`src/design/flow_table_with_activity_aging_defines.svh`:
```
// Assertion macros shared by the flow table modules.
// Expects clk_i and rst_ni in the scope of each use.
`ifndef FLOW_TABLE_WITH_ACTIVITY_AGING_DEFINES_SVH
`define FLOW_TABLE_WITH_ACTIVITY_AGING_DEFINES_SVH
`ifndef SYNTH
`define FTA_ASSERT(lbl, prop, msg) \
  lbl: assert property (@(posedge clk_i) disable iff (!rst_ni) prop) else $error(msg);
`define FTA_ASSERT_NEVER(lbl, cond, msg) \
  lbl: assert property (@(posedge clk_i) disable iff (!rst_ni) !(cond)) else $error(msg);
`else
`define FTA_ASSERT(lbl, prop, msg)
`define FTA_ASSERT_NEVER(lbl, cond, msg)
`endif
`endif

```
`src/design/fta_pkg.sv`:
```
// Types and constants of the flow table with activity aging.
// Used by fta_cell and flow_table_with_activity_aging; depends on nothing.
`default_nettype none

package fta_pkg;

  localparam int unsigned TABLE_ENTRIES_DEF = 64;
  localparam logic [31:0] DEFAULT_TIMEOUT   = 32'(60 * 60 * 24 * 7);
  localparam int unsigned COUNT_W           = 7;
  localparam logic [COUNT_W-1:0] COUNT_MAX  = 7'd127;

  typedef enum logic [1:0] {
    CMD_LOOKUP = 2'd0,
    CMD_ADD    = 2'd1,
    CMD_TICK   = 2'd2
  } cmd_e;

  typedef enum logic [1:0] {
    OP_LOOKUP = 2'd0,
    OP_ADD    = 2'd1,
    OP_SWEEP  = 2'd2
  } op_e;

  localparam logic [1:0] ADD_INSERTED = 2'd0;
  localparam logic [1:0] ADD_PRESENT  = 2'd1;
  localparam logic [1:0] ADD_FULL     = 2'd2;

  typedef struct packed {
    logic [63:0] addrs;
    logic [31:0] ports;
  } key_t;

  typedef struct packed {
    logic               valid;
    op_e                op;
    logic               hit;
    logic               free_seen;
    logic [COUNT_W-1:0] count;
  } tok_t;

endpackage

`default_nettype wire

```
`src/design/fta_cell.sv`:
```
// One flow table entry: key, valid and activity bits, and one stage of the token chain.
// Depends on fta_pkg and the assertion macros header.
`default_nettype none
`include "flow_table_with_activity_aging_defines.svh"

module fta_cell (
  input  wire logic          clk_i,
  input  wire logic          rst_ni,
  input  wire fta_pkg::key_t key_i,
  input  wire logic          commit_i,
  input  wire fta_pkg::tok_t tok_i,
  output fta_pkg::tok_t      tok_o
);

  logic          valid_q, valid_d;
  logic          active_q, active_d;
  logic          pending_q, pending_d;
  fta_pkg::key_t key_q, key_d;
  fta_pkg::tok_t tok_q, tok_d;
  logic          match;

  always_comb begin
    valid_d   = valid_q;
    active_d  = active_q;
    pending_d = pending_q;
    key_d     = key_q;
    tok_d     = tok_i;
    match     = valid_q && (key_q == key_i);
    if (tok_i.valid) begin
      case (tok_i.op)
        fta_pkg::OP_LOOKUP: begin
          if (match) begin
            active_d = 1'b1;
          end
          tok_d.hit = tok_i.hit | match;
        end
        fta_pkg::OP_ADD: begin
          tok_d.hit       = tok_i.hit | match;
          pending_d       = !valid_q && !tok_i.free_seen;
          tok_d.free_seen = tok_i.free_seen | !valid_q;
        end
        fta_pkg::OP_SWEEP: begin
          if (valid_q && !active_q) begin
            valid_d = 1'b0;
            if (tok_i.count != fta_pkg::COUNT_MAX) begin
              tok_d.count = tok_i.count + 7'd1;
            end
          end
          active_d = 1'b0;
        end
        default: begin
        end
      endcase
    end
    if (commit_i && pending_q) begin
      valid_d   = 1'b1;
      active_d  = 1'b1;
      key_d     = key_i;
      pending_d = 1'b0;
    end
  end

  always_ff @(posedge clk_i or negedge rst_ni) begin
    if (!rst_ni) begin
      valid_q   <= 1'b0;
      active_q  <= 1'b0;
      pending_q <= 1'b0;
      tok_q     <= '0;
    end else begin
      valid_q   <= valid_d;
      active_q  <= active_d;
      pending_q <= pending_d;
      tok_q     <= tok_d;
    end
  end

  always_ff @(posedge clk_i) begin
    key_q <= key_d;
  end

  assign tok_o = tok_q;

  `FTA_ASSERT(a_commit_free, (commit_i && pending_q) |-> !valid_q, "commit into an occupied entry")
  `FTA_ASSERT_NEVER(a_commit_walk, commit_i && tok_i.valid, "commit while token in flight")
  `FTA_ASSERT(a_sweep_clears, (tok_i.valid && tok_i.op == fta_pkg::OP_SWEEP) |=> !active_q,
              "activity bit survived a sweep")

endmodule

`default_nettype wire
```
`config.mk`:
```
export PLATFORM = sky130hd
export DESIGN_NAME = fta_cell
export DESIGN_NICKNAME = d
export VERILOG_FILES = /design/src/design/fta_pkg.sv /design/src/design/fta_cell.sv
export VERILOG_INCLUDE_DIRS = /design/src /design/src/design
export SDC_FILE = /design/constraint.sdc
export NUM_CORES = 1
export LEC_CHECK = 0
export ABC_CLOCK_PERIOD_IN_PS = 3100
export BUFFER_PORTS_ARGS = -buffer_cell sky130_fd_sc_hd__buf_2
export CORE_MARGIN = 2
export CORE_UTILIZATION = 45
export DETAILED_ROUTE_END_ITERATION = 6
export PLACE_DENSITY_LB_ADDON = 0.3
export SLEW_MARGIN = 15
export SYNTH_ARGS = -nofsm -noshare
export SYNTH_HDL_FRONTEND = slang
export SYNTH_SLANG_ARGS = --single-unit
```
`constraint.sdc`:
```
create_clock -name clk_i -period 3.1 [get_ports clk_i]
set_input_delay 0.93 -clock clk_i [delete_from_list [all_inputs] [get_ports clk_i]]
set_output_delay 0.93 -clock clk_i [all_outputs]
set_load 0.1 [all_outputs]
```
Yosys cells after proc, flatten, opt, wreduce, memory -nomap -nowiden
Cells that the tools add are included.

operators by class
  add/sub/neg operators = 1
  equal/unequal tests = 5
  muxes and demuxes = 17
  bitwise operators = 2
  reductions and logical operators = 17

operator list
  operator                                              number
  equality test 96 bit                                  1
  two-way mux 7 bit                                     3
  two-way mux 1 bit                                     12
  two-way mux 9 bit                                     1
  nonzero test 2 bit                                    4
  adder 7 x 1 -> 7 bit (second input constant)          1
  != test 7 bit (second input constant)                 1
  AND reduction 3 bit                                   2
  logical AND 1 bit                                     4
  zero test 1 bit                                       3
  != test 3 bit (second input constant)                 1
  nonzero test 3 bit                                    1
  equality test 2 x 1 -> 1 bit (second input constant)  1
  equality test 2 bit (second input constant)           1
  zero test 2 bit                                       1
  bitwise OR 1 bit                                      2
  case mux 1 bit (2 select lines)                       1
  AND reduction 2 bit                                   1
  OR reduction 2 bit                                    1

storage, ports and cells
  register bits after elaboration = 111
  input bits = 111
  output and inout bits = 12
  word-level logic and storage cells = 52

Longest topological paths before layout
  depth in word-level cells = 6
  depth in mapped cells = 6
  gate-level depth less buffers = 6

Least setup slack after synthesis
OpenSTA, ideal clock, no wires.

  path type = input to register
  start = input port commit_i
  end = register key_q[0] (netlist bit) (enable)
  library setup time = 468 ps
  arrival = 3189 ps
  data required time = 2632 ps
  slack = -558 ps
  stages = 1
  buffers on the path = 0
  path through = and2_1

between the ends
  cells in the longest elaborated chain, start to end = 1

ends and longest elaborated chain
  item                  line            source
  from (decl)           fta_cell.sv:10  input wire logic commit_i,
  logical AND 1 bit     fta_cell.sv:55  if (commit_i && pending_q) begin
  to (signal assigned)  fta_cell.sv:78  key_q <= key_d;
  to (decl)             fta_cell.sv:18  fta_pkg::key_t key_q, key_d;

No other way between the ends.
A chain may end at the register's enable or synchronous reset.

Worst setup path in the final report
  start = input port key_i[73] (netlist bit)
  end = register active_q

between the ends
  cells in the longest elaborated chain, start to end = 4

ends and longest elaborated chain
  item                           line            source
  from (decl)                    fta_cell.sv:9   input wire fta_pkg::key_t key_i,
  equality test 96 bit           fta_cell.sv:28  match = valid_q && (key_q == key_i);
  logical AND 1 bit              fta_cell.sv:28
  != test 3 bit (no line)        n/a
  AND reduction 3 bit (no line)  n/a
  to (signal assigned)           fta_cell.sv:71  active_q <= active_d;
  to (decl)                      fta_cell.sv:16  logic active_q, active_d;

No other way between the ends.

==> impl_metrics.csv <==
group,metric,value,unit
outcome,status,"complete, no violations",
clocking,cts_buffers,9,
yosys,netlist-cell-type-count,36,
clocking,cts-root-buf,"clkbuf_8",
worst_setup_path,path_class,"input pin to register",
drt,drcViolationCount,0,
worst_setup_path,worst_setup_path_end_kind,"register",
drt,first_pass_iters,4,
final_layout,ff_latch_area,0.00326,mm²
yosys,synth_top_cell_by_area,"edfxtp_1",
timing,finalHoldViolCount,0,
timing,fin_crit_sh,69.8,%
yosys,syn_nets,425,
grt,grt_pass1_vias,3013,
die,start_util,46.0,%
yosys,synth_top_cells_by_area,"edfxtp_1, xnor2_1, dfrtp_1, nand4_1, nor2b_1",
worst_setup_path,required,3.41,ns
final_layout,fillers,866,
timing,finalMaxSlewViolations,0,
timing,skew,0.0124,ns
min_path,hold_path.class,"input pin to async pin",
grt,grt_first_pass_wirelength,14.6,mm
clocking,cts_hold_buf,0,
yosys,ys_ff_latch,111,
drt,wl,9.01,mm
die,design.core.area,0.0102,mm²
place,globalplace.congestion,0.801,
power_and_ir_drop,power_leakage,2.12,nW
drt,wl_per_cell,15.3,µm
timing,fmax,0.462,GHz
yosys,synthTopCellsByCount,"edfxtp_1, xnor2_1, inv_1",
timing,maxSlewHeadroom,55.6,%
place,hpwl,7.00,mm
die,die_x,106,µm
drt,drt_iter0_drc,153,
final_layout,layout.nets,561,
place,portBuffers,122,
die,rows,37,
final_layout,antenna_cells,0,
clocking,cts_tree,"built",
yosys,yosysMostFrequentCell,"edfxtp_1",
grt,track_usage,17.0,%
power_and_ir_drop,ir_drop,237,µV
clocking,clk_latency,0.36,ns
clocking,post_cts_buffers,0,
worst_setup_path,start_kind,"input pin",
yosys,synth_top_area_share,61.3,%
clocking,post_cts_resized,0,
timing,worst_pin_slew,0.666,ns
yosys,syn_area,0.00470,mm²
final_layout,drive_gt1_share,33.0,%
die,dieArea,0.0113,mm²
yosys,syn_area_per_cell,15.0,µm²
clocking,cts_sinks,111,
die,die_y,106,µm
timing,tns,0,ns
power_and_ir_drop,switching_power,0.000832,W
drt,vias,2890,
grt,antenna_found_initial,0,
worst_setup_path,worstPathArrival,2.47,ns
job,drv_cap,0,
yosys,yosysSeqAreaShare,69.3,%
yosys,synthFlopType,"edfxtp_1",
timing,period_needed,2.16,ns
yosys,ys_warn_count,0,
grt,grt_max_degree,51,
timing,hold_ws,0.442,ns
power_and_ir_drop,power_frac_seq,58.1,%
die,ios,123,
power_and_ir_drop,clock_power_share,26.8,%
timing,finalSetupViolations,0,
yosys,synth_edf_count,96,
yosys,synthesis.instances,313,
final_layout,syn2layout_area_growth,21.3,%
clocking,htreeDepth,3,
final_layout,multi_input_area,0.00136,mm²
worst_setup_path,reg2reg_depth,6,
power_and_ir_drop,switching_share,26.0,%
clocking,cts.path.max_buffers,2,
power_and_ir_drop,p_comb_share,15.1,%
yosys,async_flop_share,13.5,%
timing,rsz0062_at_grt,"no",
drt,route.detailed.vias_per_inst,4.90,
grt,overflow,0,
power_and_ir_drop,cellPowerDensity,560,mW/mm²
worst_setup_path,crit_fanout,3,
clocking,clkSlewWorstSetupHoldPaths,0.11,ns
power_and_ir_drop,p_int,0.00236,W
drt,drtAntennaViolNets,0,
-- worst paths after layout --
path / start / to / slack (ns)
worst min register to register: active_q$_DFFE_PN0P_ / active_q$_DFFE_PN0P_ / 0.53
max in group asynchronous: rst_ni / tok_o[5]$_DFF_PN0_ / 2.41
worst min-delay path: rst_ni / tok_o[8]$_DFF_PN0_ / 0.44
worst max-delay path: key_i[73] / active_q$_DFFE_PN0P_ / 0.94
min in group clk_i: active_q$_DFFE_PN0P_ / active_q$_DFFE_PN0P_ / 0.53
worst max register to register: key_q[69]$_DFFE_PP_ / active_q$_DFFE_PN0P_ / 1.18
-- sequential cells by signal, indices dropped and copies added (netlist names) --
register / count
valid_q: 1
active_q: 1
tok_o: 12
key_q: 96
pending_q: 1
-- area by class of cell --
| cell class | count | share of cell area [%] |
|---|---|---|
| flip-flops and latches | 111 | 57.1 |
| repair buffers | 125 | 11.1 |
| well taps | 136 | 2.98 |
| multi-input cells | 177 | 23.7 |
| inverters | 25 | 1.64 |
| clock inverters | 7 | 1.27 |
| clock buffers | 9 | 2.17 |
-- power groups by stage --
stage / logic [W] / registers [W] / clock network [W]
finish: 0.000482 / 0.00186 / 0.000856
global placement: 0.000475 / 0.00189 / 0
detailed placement: 0.000488 / 0.00189 / 0
floorplan: 0.000231 / 0.00196 / 0
global route: 0.000530 / 0.00187 / 0.000942
CTS: 0.000490 / 0.00186 / 0.000892
-- cells in the final DEF (no fill, tap or decap), types with 4 or more instances in the layout --
| cell type | count |
|---|---|
| nand2_1 | 9 |
| xnor2_1 | 65 |
| inv_1 | 21 |
| nor2b_1 | 17 |
| o22ai_1 | 10 |
| dfrtp_1 | 15 |
| nand2b_1 | 8 |
| a2111o_1 | 5 |
| clkbuf_8 | 9 |
| buf_2 | 122 |
| edfxtp_1 | 96 |
| nand4_1 | 20 |
| nor2_1 | 4 |
| nor4_1 | 5 |
-- stage by stage --
step                setup WS [ns]  area, µm²  utilization (%)  instances  power [W]
floorplan                   0.502       4710                -        313    0.00219
global placement            0.600       5510             53.9        574    0.00236
detailed placement          0.500       5510             53.9        574    0.00238
CTS                         0.900       5710             55.8        590    0.00324
global route                0.806       5710             55.8        590    0.00335
finish                      0.936       5710             55.8        590    0.00319
-- cell families (layout without fill, tap and decap cells) --
group	after synthesis	count (layout)	synth area share [%]
xor+xnor	67	67	12.5
flops	111	111	69.3
fa+ha+maj	1	1	0.266
simple gates	76	76	10.1
buf+inv	25	166	1.99
compound gates	30	30	5.24
mux	3	3	0.718
-- critical path: stages --
cell and delay (ns):
buf_2 0.11, nor2b_4 0.12, a2111o_1 0.35, a2111oi_2 0.39, nand4_1 0.16, nor3_2 0.24
a221o_1 0.17
-- routing by layer --
layer  wire length (µm)  share of wire [%]  vias to the layer above  track usage, %
met5                  0                  0                        -               0
met4                 96                1.1                        0            6.20
met3                652                7.2                        7            4.97
met2               4370                 49                       83            26.9
met1               3890                 43                     1375            22.4
li1                   -                  -                     1425               -
Power figures use the tool's default switching activity.
